--- src/hdl/psk_pkg.sv ---
// Package for the prime candidate sieve skipper: field widths, action codes,
// the structs passed between lane cells, loader and top level, and tree helpers.
// Depends on nothing.
`default_nettype none

package psk_pkg;

  localparam int ACTION_W   = 2;
  localparam int LANE_W     = 8;
  localparam int FIELD_W    = 17;
  localparam int COUNT_W    = 16;
  localparam int LANE_SPAN  = 2 ** LANE_W;
  localparam int TREE_FANIN = 16;

  localparam logic [COUNT_W-1:0] COUNT_MAX = '1;

  typedef enum logic [ACTION_W-1:0] {
    ACT_LOAD      = 2'd0,
    ACT_SEEK      = 2'd1,
    ACT_STEP_SEEK = 2'd2,
    ACT_NOP       = 2'd3
  } action_t;

  typedef struct packed {
    logic step;
    logic load;
  } cell_ctrl_t;

  typedef struct packed {
    logic              valid;
    logic [LANE_W-1:0] lane;
  } lane_wr_t;

  function automatic int level_width(int n, int lv);
    int w;
    w = n;
    for (int i = 0; i < lv; i++) begin
      w = (w + TREE_FANIN - 1) / TREE_FANIN;
    end
    return w;
  endfunction

  function automatic int tree_levels(int n);
    int w;
    int lv;
    lv = 1;
    w  = (n + TREE_FANIN - 1) / TREE_FANIN;
    while (w > 1) begin
      w  = (w + TREE_FANIN - 1) / TREE_FANIN;
      lv = lv + 1;
    end
    return lv;
  endfunction

endpackage

`default_nettype wire

--- src/hdl/psk_cell.sv ---
// One sieve lane: holds a prime and the step offset modulo that prime, and
// flags when an active lane sits at offset zero. Depends on psk_pkg.
`default_nettype none

module psk_cell #(
  parameter int PRIME_BITS = 17
) (
  input  logic                   clk,
  input  logic                   rst,
  input  psk_pkg::cell_ctrl_t    ctrl,
  input  logic [PRIME_BITS-1:0]  load_prime,
  input  logic [PRIME_BITS-1:0]  load_offset,
  output logic                   zero
);

  logic [PRIME_BITS-1:0] prime;
  logic [PRIME_BITS-1:0] offset;
  logic [PRIME_BITS:0]   offset_inc;
  logic                  wrap;

  assign offset_inc = {1'b0, offset} + {{PRIME_BITS{1'b0}}, 1'b1};
  assign wrap       = offset_inc >= {1'b0, prime};

  always_ff @(posedge clk) begin
    if (rst) begin
      prime  <= '0;
      offset <= '0;
      zero   <= 1'b0;
    end else if (ctrl.load) begin
      prime  <= load_prime;
      offset <= load_offset;
      zero   <= (load_prime != '0) && (load_offset == '0);
    end else if (ctrl.step) begin
      if (prime == '0) begin
        offset <= '0;
        zero   <= 1'b0;
      end else if (wrap) begin
        offset <= '0;
        zero   <= 1'b1;
      end else begin
        offset <= offset_inc[PRIME_BITS-1:0];
        zero   <= 1'b0;
      end
    end
  end

endmodule

`default_nettype wire

--- config.mk ---
export PLATFORM = sky130hd
export DESIGN_NAME = psk_cell
export DESIGN_NICKNAME = d
export VERILOG_FILES = /design/src/hdl/psk_pkg.sv /design/src/hdl/psk_cell.sv
export SDC_FILE = /design/constraint.sdc
export NUM_CORES = 1
export LEC_CHECK = 0
export ABC_CLOCK_PERIOD_IN_PS = 2400
export BUFFER_PORTS_ARGS = -buffer_cell sky130_fd_sc_hd__buf_2
export CORE_MARGIN = 3
export CORE_UTILIZATION = 51
export DETAILED_ROUTE_END_ITERATION = 10
export HOLD_SLACK_MARGIN = 0.1
export PLACE_DENSITY = 0.88
export SYNTH_ARGS = -nofsm -noshare
export SYNTH_HDL_FRONTEND = slang
export SYNTH_SLANG_ARGS = --single-unit
--- constraint.sdc ---
create_clock -name clk -period 2.4 [get_ports clk]
set_input_delay 0.24 -clock clk [delete_from_list [all_inputs] [get_ports clk]]
set_output_delay 0.24 -clock clk [all_outputs]
set_load 0.03 [all_outputs]
==> impl_metrics.env <==
export IMPL_status="finished with violations"
export IMPL_violations="setup timing"
export IMPL_synthSimpleGateAreaFrac_pct=26.05
export IMPL_synth_cell_types=39
export IMPL_drc=0
export IMPL_synthesis_nets=339
export IMPL_synth_top_family_by_area="simple AND/OR/NAND/NOR gates"
export IMPL_synth_xor_area_share_pct=5.460
export IMPL_async_flop_share_pct=0
export IMPL_grt_pass1_wl_um=11030
export IMPL_power_density_mw_per_mm2=541.5
export IMPL_fin_util_pct=72.13
export IMPL_cts_tree="done"
export IMPL_grt_pass1_vias=2460
export IMPL_post_dp_cell_area_mm2=0.002883
export IMPL_rsz0062_at_grt="true"
export IMPL_yosysTopAreaCellShare_pct=29.12
export IMPL_irDropWorstVdd_mv=0.3750
export IMPL_synth_compound_area_share_pct=16.90
export IMPL_root_buffer="clkbuf_8"
export IMPL_dieArea_mm2=0.005578
export IMPL_seq_area_frac_synth_pct=29.12
export IMPL_io_buffer_count=38
export IMPL_wirelength_um=6914
export IMPL_end_kind="flip-flop"
export IMPL_dp_cells=389
export IMPL_setup_viol=18
export IMPL_design_area_mm2=0.003206
export IMPL_firstDrtPassIters=4
export IMPL_cts_path_max_buffers=2
export IMPL_drtIter0Drc=172
export IMPL_worst_clock_skew_ps=6.873
export IMPL_period_share_pct=111.2
export IMPL_start_util_pct=54.14
export IMPL_wl_per_cell_um=17.07
export IMPL_drive_above_1_share_pct=36.83
export IMPL_clock_sinks=35
export IMPL_die_y_um=74.69
export IMPL_slew_viol_final=0
export IMPL_worstSkewPairLatency_ps=300
export IMPL_rows=24
export IMPL_io_pins=39
export IMPL_die_w_um=74.69
export IMPL_fillers=313
export IMPL_stdcell_count=405
export IMPL_vias=2451
export IMPL_worst_slack_ps=-268.6
export IMPL_p_total_mw=1.736
export IMPL_place_ws_ps=-233.6
export IMPL_cp_start_kind="flip-flop"
export IMPL_grt_max_degree=30
export IMPL_dp_hpwl_um=4844
export IMPL_area_growth_synth_to_final_pct=33.23
export IMPL_core_mm2=0.004444
export IMPL_track_usage_pct=25.80
export IMPL_syn_area_per_cell_um2=8.502
export IMPL_synth_area_leaders="dfxtp_1 29%, ha_1 9.4%, mux2i_1 7.1%"
export IMPL_diodes=0
export IMPL_p_leak_nw=1.356
export IMPL_clk_pin_slew_worst_paths_ps=80
export IMPL_clock_fmax_ghz=0.3747
export IMPL_final_net_count=408
export IMPL_synth_warnings=0
export IMPL_hold_viol_final=0
export IMPL_numCtsBuffers=5
export IMPL_hp_class="input port to flip-flop"
export IMPL_vias_per_cell=6.052
export IMPL_cp_arrival_ps=2890
export IMPL_synth_fa_ha_area_share_pct=9.360
export IMPL_antenna_found_initial=0
export IMPL_worst_pin_slew_ps=567.2
export IMPL_overflow=0
export IMPL_relSlewSlack_pct=62.18
export IMPL_synth_main_ff_cell="dfxtp_1"
export IMPL_reg2reg_slack_ps=-270
export IMPL_period_needed_ps=2669
export IMPL_yosysTopAreaCell="dfxtp_1"
export IMPL_critPathKind="flip-flop to flip-flop"
export IMPL_synthesis_area_mm2=0.002406
export IMPL_synth_cells=283
export IMPL_drv_cap=0
export IMPL_synthMuxAreaShare_pct=7.072
export IMPL_hold_buffers=0
export IMPL_synth_edf_count=0
export IMPL_holdWs_ps=191.6
export IMPL_routabilityCongestion=0.8555
export IMPL_ant_nets=0
export IMPL_crit_fanout=6
export IMPL_cp_required_ps=2620
export IMPL_h_tree_depth=2
export IMPL_fin_setup_tns_ps=-4375
export IMPL_synth_seq_cells=35
==> report_power, final <==
part	total, mW	leakage [nW]	switching (mW)	internal [mW]
Clock	0.568	0.0612	0.232	0.336
Sequential	0.650	0.292	0.0313	0.619
Combinational	0.518	1.00	0.258	0.260
Total	1.74	1.36	0.521	1.21
==> registers in the layout, summed over array words and instances, names as in the netlist <==
signal / cells
offset: 17
prime: 17
zero: 1
==> synth_stat cells (3+ instances only) <==
cell and instances:
dfxtp_1 35, nor2_1 27, a21oi_1 21, nand3_1 21
inv_1 19, ha_1 18, mux2i_1 17, nor3b_1 16
clkbuf_1 12, nor4_1 12, o22ai_2 10, xor2_1 10
nand2_1 9, nor3_1 7, o22ai_1 7, nand4_1 5
xnor2_1 5, o21ai_0 4, and3_1 3, and4_1 3
==> critical path, stage by stage (launching register included) <==
cell	delay, ps
dfxtp_2	340
and3_4	210
nand3_4	170
xnor2_4	240
ha_4	230
and2_4	140
a221o_1	340
a2111oi_4	440
o211ai_4	180
clkbuf_16	190
o22ai_1	110
==> cell usage in the layout, fill, tap and decap left out, drive strengths merged <==
| cell type | netlist | routed |
|---|---|---|
| a221o | 1 | 1 |
| mux2i | 17 | 17 |
| a31o | 1 | 1 |
| xnor2 | 5 | 5 |
| ha | 18 | 18 |
| a211oi | 2 | 2 |
| nand4 | 5 | 5 |
| a21o | 1 | 1 |
| a2111oi | 1 | 1 |
| nor2b | 1 | 1 |
| a41oi | 1 | 1 |
| dfxtp | 35 | 35 |
| or2 | 1 | 1 |
| inv | 19 | 19 |
| bufinv | 0 | 1 |
| a31oi | 1 | 1 |
| and3 | 3 | 3 |
| and4 | 3 | 3 |
| a21oi | 21 | 21 |
| clkbuf | 12 | 7 |
| nor3 | 8 | 8 |
| nand4b | 1 | 1 |
| nor3b | 16 | 16 |
| nor4 | 14 | 14 |
| o21ai | 4 | 4 |
| clkinv | 0 | 1 |
| xor2 | 10 | 10 |
| o211ai | 1 | 1 |
| nor2 | 27 | 27 |
| and2 | 1 | 1 |
| or4 | 1 | 1 |
| o22ai | 17 | 17 |
| buf | 4 | 77 |
| nand3 | 22 | 22 |
| nand2 | 9 | 9 |
==> final timing paths <==
kind | cells after the start | startpoint | to
worst max-delay path | 10 | offset[4] | offset[1]
worst min-delay path | 3 | load_prime[4] | prime[4]
worst max register to register | 10 | offset[4] | offset[1]
worst min register to register | 2 | prime[7] | prime[7]
==> logic make-up after synthesis <==
group,Yosys count
muxes,17
buffers and inverters,35
adders and majority gates,18
xor gates and xnor gates,15
AOI/OAI and AO/OA,51
and+or+nand+nor,112
DFF,35
==> layer usage <==
metal | GRT usage, % | vias up | routed length [um]
met5 | 0 | - | 0
met4 | 11.86 | 0 | 225
met3 | 4.806 | 27 | 424
met2 | 44.98 | 99 | 3482
met1 | 30.66 | 1151 | 2782
li1 | - | 1174 | -
==> timing repair <==
action | in CTS | in global routing
cloned | 0 | 1
gates resized for setup | 6 | 20
setup buffers | 1 | 6
setup endpoints to repair | 18 | 18
pin swaps | 1 | 15
==> final cells by class <==
type / instances / area, um^2 / area share (%)
multi-input cells: 213 / 1714 / 53.47
inverters: 19 / 71.32 / 2.225
repair buffers: 78 / 524.3 / 16.35
clock buffers: 6 / 82.58 / 2.576
flip-flops and latches: 35 / 713.2 / 22.25
clock inverters: 2 / 35.03 / 1.093
well taps: 52 / 65.06 / 2.030
No activity file was read; power rests on OpenSTA's default activity.
