$ cat config.mk
export PLATFORM = sky130hd
export DESIGN_NAME = psk_loader
export DESIGN_NICKNAME = d
export VERILOG_FILES = /design/src/hdl/psk_pkg.sv /design/src/hdl/psk_loader.sv
export SDC_FILE = /design/constraint.sdc
export NUM_CORES = 1
export LEC_CHECK = 0
export BUFFER_PORTS_ARGS = -buffer_cell sky130_fd_sc_hd__buf_2
export CAP_MARGIN = 10
export CORE_UTILIZATION = 60
export CTS_CLUSTER_DIAMETER = 30
export DETAILED_ROUTE_END_ITERATION = 8
export PLACE_DENSITY = 0.95
export SETUP_SLACK_MARGIN = 0.02
export SYNTH_ARGS = -nofsm -noshare
export SYNTH_HDL_FRONTEND = slang
export SYNTH_SLANG_ARGS = --single-unit
$ cat constraint.sdc
create_clock -name clk -period 8.3 [get_ports clk]
set_input_delay 2.075 -clock clk [delete_from_list [all_inputs] [get_ports clk]]
set_output_delay 2.075 -clock clk [all_outputs]
set_load 0.02 [all_outputs]
$ cat src/hdl/psk_pkg.sv
// Package for the prime candidate sieve skipper: field widths, action codes,
// the structs passed between lane cells, loader and top level, and tree helpers.
// Depends on nothing.
`default_nettype none

package psk_pkg;

  localparam int ACTION_W   = 2;
  localparam int LANE_W     = 8;
  localparam int FIELD_W    = 17;
  localparam int COUNT_W    = 16;
  localparam int LANE_SPAN  = 2 ** LANE_W;
  localparam int TREE_FANIN = 16;

  localparam logic [COUNT_W-1:0] COUNT_MAX = '1;

  typedef enum logic [ACTION_W-1:0] {
    ACT_LOAD      = 2'd0,
    ACT_SEEK      = 2'd1,
    ACT_STEP_SEEK = 2'd2,
    ACT_NOP       = 2'd3
  } action_t;

  typedef struct packed {
    logic step;
    logic load;
  } cell_ctrl_t;

  typedef struct packed {
    logic              valid;
    logic [LANE_W-1:0] lane;
  } lane_wr_t;

  function automatic int level_width(int n, int lv);
    int w;
    w = n;
    for (int i = 0; i < lv; i++) begin
      w = (w + TREE_FANIN - 1) / TREE_FANIN;
    end
    return w;
  endfunction

  function automatic int tree_levels(int n);
    int w;
    int lv;
    lv = 1;
    w  = (n + TREE_FANIN - 1) / TREE_FANIN;
    while (w > 1) begin
      w  = (w + TREE_FANIN - 1) / TREE_FANIN;
      lv = lv + 1;
    end
    return lv;
  endfunction

endpackage

`default_nettype wire

$ cat src/hdl/psk_loader.sv
// Lane loader: reduces the start residue modulo the prime one bit a cycle,
// halves it into a step offset and issues the write to the chosen lane.
// Depends on psk_pkg.
`default_nettype none

module psk_loader #(
  parameter int PRIME_BITS = 17
) (
  input  logic                         clk,
  input  logic                         rst,
  input  logic                         start,
  input  logic [psk_pkg::LANE_W-1:0]   lane,
  input  logic [PRIME_BITS-1:0]        prime,
  input  logic [PRIME_BITS-1:0]        residue,
  output psk_pkg::lane_wr_t            wr,
  output logic [PRIME_BITS-1:0]        wr_prime,
  output logic [PRIME_BITS-1:0]        wr_offset
);
  import psk_pkg::*;

  localparam int CW = $clog2(PRIME_BITS);

  typedef enum logic [1:0] {
    L_IDLE,
    L_DIV,
    L_FIX,
    L_WRITE
  } lstate_t;

  lstate_t               state;
  logic [CW-1:0]         cnt;
  logic [PRIME_BITS-1:0] p;
  logic [PRIME_BITS-1:0] dividend;
  logic [PRIME_BITS-1:0] rem;
  logic [LANE_W-1:0]     lane_q;
  logic [PRIME_BITS:0]   trial;
  logic [PRIME_BITS:0]   sum;

  assign trial = {rem, dividend[PRIME_BITS-1]};
  assign sum   = {1'b0, rem} + {1'b0, p};

  always_ff @(posedge clk) begin
    if (rst) begin
      state <= L_IDLE;
    end else begin
      unique case (state)
        L_IDLE: begin
          if (start) begin
            p        <= prime;
            dividend <= residue;
            rem      <= '0;
            lane_q   <= lane;
            cnt      <= CW'(PRIME_BITS - 1);
            state    <= L_DIV;
          end
        end
        L_DIV: begin
          if (trial >= {1'b0, p}) begin
            rem <= PRIME_BITS'(trial - {1'b0, p});
          end else begin
            rem <= trial[PRIME_BITS-1:0];
          end
          dividend <= dividend << 1;
          if (cnt == '0) begin
            state <= L_FIX;
          end else begin
            cnt <= cnt - CW'(1);
          end
        end
        L_FIX: begin
          if (p == '0) begin
            rem <= '0;
          end else if (rem[0]) begin
            rem <= sum[PRIME_BITS:1];
          end else begin
            rem <= rem >> 1;
          end
          state <= L_WRITE;
        end
        L_WRITE: begin
          state <= L_IDLE;
        end
      endcase
    end
  end

  assign wr.valid  = (state == L_WRITE);
  assign wr.lane   = lane_q;
  assign wr_prime  = p;
  assign wr_offset = rem;

endmodule

`default_nettype wire

==> run_results.csv <==
group,metric,value,unit
run_status,status,"complete, no violations",
pwr,ir_drop,0.2817,mV
synth,ys.flop_type,"edfxtp_1",
route,vias_per_cell,6.261,
grt,grt_pass1_wl,18.11,mm
die,fp.dieH,88.97,microns
route,routedWlPerCell,18.89,microns
setup_path,cp.buffers_inverters,1,
job,max_cap_violations,0,
setup_path,critPathMaxFanout,21,
placement,numPortBuffers,87,
synth,yosysSeqAreaShare,0.4323,
synth,avgSynthCellArea,10.75,sq um
route,drt_iter0_drc,479,
clocking,cts_root_buf,"clkbuf_8",
die,chipWidth,88.97,microns
pwr,leakage,2.310,nW
synth,synth_edf_count,64,
route,final_antenna_net_count,0,
route,dr.pass1.iters,5,
synth,syn-cell-area,0.004538,sq mm
setup_path,required,6.23,ns
placement,dpl.hpwl,8.657,mm
synth,syn_nets,507,
finish,final_nets,599,
clocking,cts_tree,"built",
clocking,post_cts_resized,0,
setup_path,crit_path_start_kind,"flop",
grt,grt_antenna_before_repair,0,
clocking,ctsHtreeMaxLevel,3,
route,drc,0,
pwr,intPower,1.038,mW
synth,ys_warn_count,0,
sta,tns,0,ns
sta,min_period,3.735,ns
die,initial_core_util,0.6223,
setup_path,crit_arrival,1.66,ns
finish,area_delta_synth_final,17.12,%
sta,slew_violations,0,
clocking,clkSinkCount,66,
sta,finalHoldViolCount,0,
sta,maxSlewHeadroom,0.3319,
pwr,powerDensity,330.5,mW/mm^2
pwr,p_comb_frac,0.503,
worst_hold_path,hold_class,"flop to flop",
setup_path,critPathKind,"flop to primary output",
sta,setup-violations-final,0,
sta,fmax,267.8,MHz
clocking,ctsHoldBuffers,0,
pwr,seq_power_share,0.309,
clocking,clk_path_buf_depth,2,
pwr,pwr-share-clk,0.188,
route,vias,3869,
route,wl,11.67,mm
die,io_pins,88,
setup_path,path_delay_family,"flip-flops",
grt,grt_pass1_vias,3702,
sta,fin_skew,0.008997,ns
finish,fill_cells,523,
setup_path,worstSetupEndpointType,"primary output",
setup_path,max_stage_delay,1.01,ns
clocking,cts_setup_buffers,0,
grt,grt_start_max_net_pins,26,
placement,dpl-instance-area,0.005057,sq mm
pwr,swShare,0.4094,
clocking,cts_buffers,9,
finish,antennaDiodeCount,0,
clocking,clkTransAtPathRegs,0.07,ns
grt,grt_usage,0.3102,
grt,gr-total-overflow,0,
die,dieArea,0.007916,sq mm
synth,ys_ff_latch,66,
synth,async_flop_share,0,
finish,layout-drive-gt1-share,0.2563,
finish,finalInstanceArea,0.005315,sq mm
synth,netlist_instances,422,
sta,rsz0062_at_grt,"no",
setup_path,crit_slowest_cell,"edfxtp_1",
synth,synth_cell_types,53,
clocking,clk_latency,0.34,ns
pwr,p_switching,0.7192,mW
die,rows,31,
placement,place_congestion,0.9189,
die,fp.coreArea,0.007292,sq mm
sta,period_share,0.4499,
sta,tightestPinTransition,1.002,ns
setup_path,worstPathCellList,"buf_2",
-- cell type report --
cell class / instances / area (sq um) / area share
multi-input cells: 319 / 2416 / 0.4546
flip-flops and latches: 66 / 1962 / 0.3691
repair buffers: 90 / 465.4 / 0.08757
clock buffers: 10 / 127.6 / 0.02401
well taps: 99 / 123.9 / 0.02331
clock inverters: 6 / 115.1 / 0.02166
inverters: 28 / 105.1 / 0.01977
-- worst min-delay path, delay by kind of cell, from the launching register on --
family	cells	cell delay (ns)
flops	1	0.34
simple gates	2	0.17
-- placed cells by master (no fill, tap or decap), drive strengths merged, types with 7 or more instances in the layout --
master	n
clkbuf	10
mux2i	23
nand3	11
nand2b	7
a21oi	33
edfxtp	64
o21ai	14
ha	38
mux2	17
a21o	14
nor2b	7
nor2	22
nand2	25
xnor2	22
buf	90
inv	28
o22ai	14
nor3	7
-- synthesized netlist by cell type, types with 3 or more instances --
library cell   n  area (sq um)
xnor2_1       22         192.7
o22ai_1       14         87.58
mux2_2        17         191.4
nor2b_1        7         43.79
mux2i_1       23         230.2
nor4_1         3         18.77
o21bai_1       5         37.54
o21ai_0       12         60.06
nand3_1       11         55.05
clkbuf_1       5         18.77
a21oi_1       32         160.2
or3_1          3         18.77
nand4_1        3         18.77
a31oi_1        6         37.54
and3_1         3         18.77
nor2_1        22         82.58
nand2_1       24         90.09
edfxtp_1      64          1922
o211ai_1       4         30.03
xor2_1         6         52.55
nor3_1         7         35.03
ha_1          38         475.5
a21o_1        13         97.59
inv_1         28         105.1
nand2b_1       7         43.79
o21a_1         5         37.54
and2_1         3         18.77
-- power by group through the flow --
stage	Sequential, mW	Clock (mW)	Combinational, mW
finish	0.543	0.330	0.884
detailed placement	0.546	0	0.852
floorplan	0.560	0	0.633
global placement	0.541	0	0.815
global route	0.549	0.343	0.958
CTS	0.540	0.329	0.865
-- logic make-up (layout without fill, tap and decap cells) --
group | count (synthesis) | after routing | synth area share
compound gates | 113 | 113 | 0.1649
xor+xnor | 28 | 28 | 0.05404
fa+ha+maj | 40 | 40 | 0.1136
buf+inv | 37 | 134 | 0.03694
flops | 66 | 66 | 0.4323
mux | 40 | 40 | 0.09291
simple gates | 98 | 98 | 0.1053
-- metrics by stage --
stage | power (mW) | utilization | setup WS (ns) | std cells | hold WS [ns]
2_1_floorplan | 1.193 | - | 4.557 | 422 | 0.5071
3_3_place_gp | 1.356 | 0.6935 | 4.775 | 601 | 0.5277
3_5_place_dp | 1.399 | 0.6935 | 4.699 | 601 | 0.5361
4_1_cts | 1.734 | 0.7268 | 4.586 | 617 | 0.5557
5_1_grt | 1.850 | 0.7289 | 4.530 | 618 | 0.5748
6_report | 1.757 | 0.7289 | 4.565 | 618 | 0.5529
-- worst paths after layout --
path | startpoint | end | slack [ns] | depth (start not counted)
worst max-delay path | wr_offset[0] | wr_offset[0] | 4.57 | 1
worst max register to register | wr_offset[0] | wr_offset[14] | 4.77 | 9
worst min-delay path | state[0] | state[0] | 0.55 | 2
worst min register to register | state[0] | state[0] | 0.55 | 2
-- flip-flops by register name, summed over array words and instances (netlist names) --
name and count:
state 2, lane_q 8, dividend 17, wr_offset 17
cnt 5, wr_prime 17
-- metal layers --
layer	track usage	up-vias	part of all wire
li1	-	1767	-
met1	0.4059	1798	0.40
met2	0.5021	244	0.47
met3	0.06556	60	0.092
met4	0.1371	0	0.040
met5	0	-	0
(Power assumes the default switching activity.)
