===== src/hdl/psk_pkg.sv =====
// Package for the prime candidate sieve skipper: field widths, action codes,
// the structs passed between lane cells, loader and top level, and tree helpers.
// Depends on nothing.
`default_nettype none

package psk_pkg;

  localparam int ACTION_W   = 2;
  localparam int LANE_W     = 8;
  localparam int FIELD_W    = 17;
  localparam int COUNT_W    = 16;
  localparam int LANE_SPAN  = 2 ** LANE_W;
  localparam int TREE_FANIN = 16;

  localparam logic [COUNT_W-1:0] COUNT_MAX = '1;

  typedef enum logic [ACTION_W-1:0] {
    ACT_LOAD      = 2'd0,
    ACT_SEEK      = 2'd1,
    ACT_STEP_SEEK = 2'd2,
    ACT_NOP       = 2'd3
  } action_t;

  typedef struct packed {
    logic step;
    logic load;
  } cell_ctrl_t;

  typedef struct packed {
    logic              valid;
    logic [LANE_W-1:0] lane;
  } lane_wr_t;

  function automatic int level_width(int n, int lv);
    int w;
    w = n;
    for (int i = 0; i < lv; i++) begin
      w = (w + TREE_FANIN - 1) / TREE_FANIN;
    end
    return w;
  endfunction

  function automatic int tree_levels(int n);
    int w;
    int lv;
    lv = 1;
    w  = (n + TREE_FANIN - 1) / TREE_FANIN;
    while (w > 1) begin
      w  = (w + TREE_FANIN - 1) / TREE_FANIN;
      lv = lv + 1;
    end
    return lv;
  endfunction

endpackage

`default_nettype wire


===== src/hdl/psk_or_tree.sv =====
// Registered OR reduction of the lane zero flags, sixteen inputs per node.
// Depends on psk_pkg.
`default_nettype none

module psk_or_tree #(
  parameter int NUM_LANES = 256
) (
  input  logic                 clk,
  input  logic                 rst,
  input  logic [NUM_LANES-1:0] flags,
  output logic                 any
);
  import psk_pkg::*;

  localparam int LEVELS = tree_levels(NUM_LANES);

  logic [NUM_LANES-1:0] lvl [0:LEVELS];

  assign lvl[0] = flags;

  for (genvar l = 1; l <= LEVELS; l++) begin : g_level
    localparam int W_IN  = level_width(NUM_LANES, l - 1);
    localparam int W_OUT = level_width(NUM_LANES, l);

    logic [NUM_LANES-1:0] nxt;

    always_comb begin
      nxt = '0;
      for (int j = 0; j < W_OUT; j++) begin
        for (int k = 0; k < TREE_FANIN; k++) begin
          if (TREE_FANIN * j + k < W_IN) begin
            nxt[j] = nxt[j] | lvl[l-1][TREE_FANIN * j + k];
          end
        end
      end
    end

    always_ff @(posedge clk) begin
      if (rst) begin
        lvl[l] <= '0;
      end else begin
        lvl[l] <= nxt;
      end
    end
  end

  assign any = lvl[LEVELS][0];

endmodule

`default_nettype wire


===== config.mk =====
export PLATFORM = sky130hd
export DESIGN_NAME = psk_or_tree
export DESIGN_NICKNAME = d
export VERILOG_FILES = /design/src/hdl/psk_pkg.sv /design/src/hdl/psk_or_tree.sv
export SDC_FILE = /design/constraint.sdc
export NUM_CORES = 1
export LEC_CHECK = 0
export ABC_AREA = 1
export BUFFER_PORTS_ARGS = -buffer_cell sky130_fd_sc_hd__buf_2
export CORE_AREA = 8 8 94 96
export DETAILED_ROUTE_END_ITERATION = 16
export DIE_AREA = 0 0 102 104
export SYNTH_ARGS = -nofsm -noshare
export SYNTH_HDL_FRONTEND = slang
export SYNTH_SLANG_ARGS = --single-unit
export TNS_END_PERCENT = 20

===== constraint.sdc =====
create_clock -name clk -period 0.8 [get_ports clk]
set_input_delay 0.2 -clock clk [delete_from_list [all_inputs] [get_ports clk]]
set_output_delay 0.2 -clock clk [all_outputs]
set_load 0.02 [all_outputs]

==> metrics, run 1 <==
Post-DP HPWL 7.03 mm; Synthesized Nets 532; DIE HEIGHT 104 um; failing checks setup timing; Final setup viols 1; I/O Pins 259; GRT Overall Usage 13.2%; leakage power 1.56 nW; worst r2r src lvl[270]; Worst path slowest cell dfxtp_2; dominant cell type by area after synthesis nor2_1; Setup crit end kind primary output; Register-to-Register Path Depth 4; Worst Skew 0.649 ps; Num CTS Buffers 3; Crit Path Category reg2out; clk sinks 17; placed cell count 634; total iterations of the first detailed-routing run 4; clk buf depth 2; finished layout cell area 2870 sq um; setup slack after layout -93.7 ps; Seq cells post-synth 17; H-tree Lvls 1; Fin Setup TNS -93.7 ps; largest net degree at the start of global routing 10; Routability Congestion 0.825; worst slew pin tran 142 ps; commonest non-fill, non-tap cell in the layout buf_2; vias 2480; FF+latch area 342 sq um; vias in the first global route 2765; most frequent cells in the layout buf_2 (257), nor2_1 (169), nand2_1 (68), dfxtp_1 (16), a21oi_2 (10); crit-path cells buf_6; WP data arrival 690 ps; Filler cells 861; Min Clock Period, post-route 894 ps; WP buf/inv 1; reg2reg end any; fin cells 638; wire per inst 11.7 um; nets 795; CTS tree done; routed vias/inst 3.89; adder-cell share of the synthesized area 0%; multi-input logic area 1020 sq um; core area 7450 sq um; Syn-to-layout area delta 107%; Post-Synth XOR/XNOR Area 0%; Initial DRC Count 26; top cells by area, synth nor2_1 (46%), dfxtp_1 (25%), nand2_1 (18%); reg2reg setup slack 10 ps; layout cells sized above 1 51.3%; Fmax 1120 MHz; PwrDens 851 nW/um^2; clk root buf clkbuf_8; peak supply drop 0.000557 V; first-pass GRT wire length 11.5 mm; Buffers on Ports 258; # DRC 0; sequential area share after synthesis 24.5%; Hold Path Class in2reg; post-synthesis mux area share 0%; Rows 32; Mapped Area 1390 sq um; # Post-CTS Setup Buffers 0; simple-gate area share of the yosys netlist 64.4%; Avg Cell Area, Syn 5.06 sq um; slowest stage delay, CP 320 ps; CTS clock-pin slew for the worst setup and hold paths 70 ps; antenna-violating nets left 0; final hold viol count 0; CP max FO 1; Die X 102 um; Worst Path Required 600 ps; Final period util 112%; clock latency on the worst-skew pair 250 ps; max cap viols 0; gr ovfl total 0; Setup crit end any; Diodes inserted 0; post-synthesis compound-gate area fraction 8.84%; final wirelength 7.48 mm; initial antenna violation count 0; DP Area 2820 sq um; outcome complete, but fails checks; max-slew violations 0; top cell family by delay on the critical path flip-flops; largest family of logic cells by synthesized area simple AND/OR/NAND/NOR gates; Yosys cell types 7; post-synthesis cell count 274; hold buffer count at CTS 0; unrepaired setup endpoints after global routing yes; area share of the largest cell type after synthesis 46.0%; Initial Util 18.6%; die area 10600 sq um; startpoint types flop; YS warnings 0; headroom to the max-slew limit 90.5%; CP startpoint any; Levels on crit path 1
metrics by stage:
stage / total power, mW / setup slack [ps] / hold slack [ps] / util (%)
detailed placement: 1.82 / -38.1 / 478 / 37.8
floorplan: 1.17 / 128 / 392 / -
global route: 2.63 / -126 / 217 / 38.5
CTS: 2.49 / -108 / 210 / 38.5
finish: 2.44 / -93.7 / 210 / 38.5
global placement: 1.81 / -57.8 / 477 / 37.8
final cells by class:
type | instances | share of cell area [%]
Multi-Input combinational cell | 255 | 35.5
Timing Repair Buffer | 260 | 46.6
Sequential cell | 17 | 11.9
Clock buffer | 4 | 1.57
Tap cell | 102 | 4.45
state kept, by name, indices dropped and copies added, names as in the netlist:
register and flops:
any 1, lvl 16
synth_stat cells, drive strengths merged:
master and n:
a21oi 17, buf 2, dfxtp 17, nand2 68
nor2 170
timing repair:
item | 4_1_cts | 5_1_grt
pin swaps | 0 | 1
setup endpoints to repair | 2 | 2
gates resized for setup | 4 | 0
worst min-delay path by stage:
stage	start	endpoint	slack, ps	depth (start not counted)
detailed placement	rst	lvl[271]	480	2
global placement	rst	lvl[271]	480	2
finish	rst	lvl[271]	210	2
CTS	rst	lvl[271]	210	2
global route	rst	lvl[271]	220	2
floorplan	rst	any	390	2
report_power, final:
group	internal [mW]	total (mW)	switching (mW)
combinational	0.573	0.897	0.324
sequential	0.892	0.904	0.0115
clock	0.353	0.642	0.289
total	1.82	2.44	0.625
kinds of logic (layout without fill, tap and decap cells):
logic type             after synthesis  after routing
and+or+nand+nor                    238            238
buffers and inverters                2            264
DFF                                 17             17
AOI/OAI and AO/OA                   17             17
per-layer routing:
| metal | vias up | wire length [um] | track usage, % |
|---|---|---|---|
| met2 | 138 | 3780 | 25.0 |
| met3 | 2 | 1000 | 5.82 |
| met4 | 0 | 46 | 2.41 |
| li1 | 1360 | - | - |
| met1 | 980 | 2650 | 12.5 |
| met5 | - | 0 | 0 |
Power figures use the tool's default switching activity.
==> inputs of run 2 (changes only) <==
--- a/config.mk
+++ b/config.mk
@@ -10,6 +10,7 @@
 export CORE_AREA = 8 8 94 96
 export DETAILED_ROUTE_END_ITERATION = 16
 export DIE_AREA = 0 0 102 104
+export SKIP_CTS_REPAIR_TIMING = 1
 export SYNTH_ARGS = -nofsm -noshare
 export SYNTH_HDL_FRONTEND = slang
 export SYNTH_SLANG_ARGS = --single-unit
==> constraint.sdc (replaced) <==
create_clock -name clk -period 0.9 [get_ports clk]
set_input_delay 0.225 -clock clk [delete_from_list [all_inputs] [get_ports clk]]
set_output_delay 0.225 -clock clk [all_outputs]
set_load 0.02 [all_outputs]
==> run 2 against run 1 <==
  * The flow still finishes with violations (setup timing)
  * Cell count is the same
  * Sequential power shrank 11%
  * Non-clock buffer count is the same
  * Highest routed layer unchanged
  * Power shrank 12%
  * Die area is the same
  * Worst setup slack gained 67 ps
  * Largest power group unchanged
  * Global-route usage shrank 0.093 points
  * Clock-buffer cell count is the same
  * Flip-flop and latch count is the same
  * Largest cell class unchanged
  * Routed wire length shrank 0.36%
  * Combinational power shrank 13%
==> metrics, run 2 (synthesis results as in run 1) <==
CP max FO 1 (unchanged); reg2reg setup slack 100 ps (+90 ps); worst slew pin tran 164 ps (+22.5 ps); Diodes inserted 0 (unchanged); WHS Endpoint lvl[271]; clk sinks 17 (unchanged); die area 10600 sq um (unchanged); vias 2480 (unchanged); DIE HEIGHT 104 um (unchanged); outcome complete, but fails checks; Worst path slowest cell dfxtp_2; top cell family by delay on the critical path flip-flops; layout cells sized above 1 51.1% (-0.19 points); headroom to the max-slew limit 89.0% (-1.5 points); # DRC 0 (unchanged); core area 7450 sq um (unchanged); Hold Path Origin rst; Post-DP HPWL 7.02 mm (about the same); Filler cells 838 (-2.7%); WP buf/inv 1 (unchanged); clk root buf clkbuf_8; Num CTS Buffers 3 (unchanged); leakage power 1.55 nW (-0.58%); Routability Congestion 0.825 (about the same); gr ovfl total 0 (unchanged); startpoint types flop; Buffers on Ports 258 (unchanged); Crit Path Category reg2out; Min Clock Period, post-route 927 ps; max-slew violations 0 (unchanged); total iterations of the first detailed-routing run 4 (unchanged); Fmax 1080 MHz; Largest register FFs 16 (unchanged); setup slack after layout -26.6 ps (+67.2 ps); largest net degree at the start of global routing 10 (unchanged); final wirelength 7.45 mm (-0.36%); H-tree Lvls 1 (unchanged); I/O Pins 259 (unchanged); CTS clock-pin slew for the worst setup and hold paths 60 ps (about the same); Initial Util 18.6% (unchanged); Die X 102 um (unchanged); max cap viols 0 (unchanged); Largest Register lvl; Setup crit end kind primary output; Pwr Total 2.15 mW (-12%); wire per inst 11.7 um (-0.36%); clock latency on the worst-skew pair 250 ps (about the same); commonest non-fill, non-tap cell in the layout buf_2; first-pass GRT wire length 11.4 mm (-0.84%); initial antenna violation count 0 (unchanged); vias in the first global route 2712 (-1.9%); worst r2r src lvl[266]; Register-to-Register Path Depth 4 (unchanged); Final setup viols 1 (unchanged); finished layout cell area 2840 sq um (-0.96%); Worst Path Required 670 ps (+70 ps); CP startpoint any; unrepaired setup endpoints after global routing yes; antenna-violating nets left 0 (unchanged); nets 795 (unchanged); Final period util 103%; hold_ws 169 ps (-41.2 ps); Syn-to-layout area delta 105%; DP Area 2790 sq um (-0.89%); WP data arrival 700 ps (about the same); CTS tree done; slowest stage delay, CP 340 ps (+20 ps); peak supply drop 0.000437 V (-22%); final hold viol count 0 (unchanged); clk buf depth 2 (unchanged); most frequent cells in the layout buf_2 (257), nor2_1 (170), nand2_1 (68), dfxtp_1 (16), a21oi_2 (10); Initial DRC Count 45 (+73%); GRT Overall Usage 13.1% (-0.093 points); failing checks setup timing; fin util 38.2% (-0.37 points); Hold Path Class in2reg; Hold Path Depth 2 (unchanged); crit-path cells buf_6; Worst Skew 2.51 ps (+1.86 ps); routed vias/inst 3.89 (unchanged); reg2reg end any; Rows 32 (unchanged); PwrDens 758 nW/um^2 (-11%)
==> run 2: routing by layer <==
metal / track usage (%) / part of all wire, %
met5: 0 / 0
met4: 3.57 / 1.7
met3: 6.09 / 14
met2: 24.2 / 49
met1: 12.3 / 35
==> run 2: power breakdown <==
part | internal (mW) | switching [mW]
registers | 0.793 | 0.0109
clock network | 0.314 | 0.254
logic | 0.497 | 0.285
total | 1.60 | 0.550
==> run 2: cell type report <==
| cell class | instances | area (sq um) | area share, % |
|---|---|---|---|
| clock buffers | 4 | 45.0 | 1.58 |
| well taps | 102 | 128 | 4.49 |
| repair buffers | 260 | 1310 | 46.2 |
| flip-flops and latches | 17 | 342 | 12.0 |
| multi-input cells | 255 | 1020 | 35.7 |
==> run 2: per-stage QoR <==
stage	setup WS (ps)	setup TNS, ps	std cells
after detailed placement	25.1	0	634
after global routing	-54.6	-54.6	638
final	-26.6	-26.6	638
after CTS	-101	-101	638
after global placement	53.8	0	634
after floorplan	228	0	274
==> run 2: worst max-delay path by stage <==
stage,to,cells past startpoint
global placement,any,4
finish,any,1
global route,any,1
detailed placement,lvl[270],5
floorplan,any,4
CTS,any,1
==> inputs of run 3 (changes only) <==
==> constraint.sdc (replaced) <==
create_clock -name clk -period 1 [get_ports clk]
set_input_delay 0.25 -clock clk [delete_from_list [all_inputs] [get_ports clk]]
set_output_delay 0.25 -clock clk [all_outputs]
set_load 0.02 [all_outputs]
==> run 3 against run 2 <==
  * The flow now finishes without violations
  * Design area is essentially flat
  * Flip-flop and latch count is the same
  * Worst setup slack gained 59 ps
  * Critical path depth is the same
  * Via count shrank 1.1%
  * Critical path type unchanged
==> metrics, run 3 (synthesis results as in run 1) <==
Final period util 96.7%; fin util 38.2% (about the same); most frequent cells in the layout buf_2 (257), nor2_1 (170), nand2_1 (68), dfxtp_1 (16), a21oi_2 (10); Initial DRC Count 33 (-27%); startpoint types flop; clk sinks 17 (unchanged); vias in the first global route 2641 (-2.6%); crit-path cells buf_4; clk root buf clkbuf_8; met3 Track Usage GR 5.76% (-0.33 points); hold_ws 317 ps (+148 ps); Crit Path Category reg2out; antenna-violating nets left 0 (unchanged); grt met1 use 12.4% (+0.034 points); CTS clock-pin slew for the worst setup and hold paths 60 ps (about the same); Buffers on Ports 258 (unchanged); multi-input logic area 1020 sq um (unchanged); max-slew violations 0 (unchanged); headroom to the max-slew limit 89.6% (+0.57 points); gr ovfl total 0 (unchanged); unrepaired setup endpoints after global routing no; CTS tree done; Final setup viols 0 (-1); slowest stage delay, CP 320 ps (-20 ps); layout cells sized above 1 51.0% (-0.091 points); Pwr Total 1.93 mW (-10%); clock latency on the worst-skew pair 250 ps (about the same); Syn-to-layout area delta 105% (about the same); die area 10600 sq um (unchanged); Initial Util 18.6% (unchanged); Hold Path Class in2reg; worst slew pin tran 156 ps (-8.55 ps); finished layout cell area 2840 sq um (about the same); Fin Setup TNS 0 ps (+26.6 ps); fin cells 637 (-0.16%); Largest Register lvl; met2 usage 24.1% (-0.19 points); H-tree Lvls 1 (unchanged); GRT Overall Usage 12.9% (-0.21 points); largest net degree at the start of global routing 18 (+8); pre-CTS setup slack 109 ps (+83.7 ps); Setup crit end kind primary output; wire per inst 11.6 um (-0.65%); setup slack after layout 32.9 ps (+59.4 ps); Worst path slowest cell dfxtp_2; PwrDens 680 nW/um^2 (-10%); Filler cells 808 (-3.6%); nets 794 (-0.13%); Num CTS Buffers 3 (unchanged); WP data arrival 720 ps (+20 ps); final hold viol count 0 (unchanged); leakage power 1.55 nW (about the same); Die X 102 um (unchanged); routed vias/inst 3.85 (-0.93%); Worst Path Required 750 ps (+80 ps); Min Clock Period, post-route 967 ps; initial antenna violation count 0 (unchanged); core area 7450 sq um (unchanged); DP Area 2800 sq um (+0.18%); placed cell count 633 (-0.16%); vias 2453 (-1.1%); commonest non-fill, non-tap cell in the layout buf_2; WP buf/inv 1 (unchanged); Worst Skew 2.31 ps (-0.202 ps); peak supply drop 0.000376 V (-14%); total iterations of the first detailed-routing run 6 (+2); CP max FO 1 (unchanged); Post-DP HPWL 6.86 mm (-2.4%); first-pass GRT wire length 11.3 mm (-1.3%); DIE HEIGHT 104 um (unchanged); outcome complete, no violations; I/O Pins 259 (unchanged); Fmax 1030 MHz; Most Used Layer, Global Route met2; final wirelength 7.39 mm (-0.80%); # DRC 0 (unchanged); Largest register FFs 16 (unchanged); top cell family by delay on the critical path flip-flops; Diodes inserted 0 (unchanged); clk buf depth 2 (unchanged); max cap viols 0 (unchanged); Rows 32 (unchanged); FF+latch area 342 sq um (unchanged); Routability Congestion 0.813 (-1.5%)
## run 3: cell count changes in the layout (fill, tap and decap cells not counted), sizes merged
cell / delta
buf: -1
## run 3: layout make-up
class	instances	area share [%]
Clock buffer	4	1.58
Multi-Input combinational cell	255	35.7
Sequential cell	17	12.0
Tap cell	102	4.49
Timing Repair Buffer	259	46.2
## run 3: where the power goes
group | total [mW] | switching [mW] | internal, mW | leakage [nW]
logic | 0.705 | 0.256 | 0.449 | 1.39
clock network | 0.504 | 0.222 | 0.282 | 0.0228
registers | 0.724 | 0.00956 | 0.714 | 0.143
total | 1.93 | 0.488 | 1.45 | 1.55
## run 3: path summary, 6_finish.rpt
kind                            slack (ps)  depth (start not counted)  startpoint  endpoint
worst min-delay path                   320                          5  flags[149]  lvl[265]
worst min register to register         580                          4    lvl[256]       any
worst max register to register         230                          4    lvl[270]       any
worst max-delay path                    30                          1         any       any
## run 3: routing by layer
metal	up-vias	routed length (um)	part of all wire [%]
li1	1359	-	-
met1	943	2620	35
met2	145	3720	50
met3	6	984	13
met4	0	70	0.95
met5	-	0	0
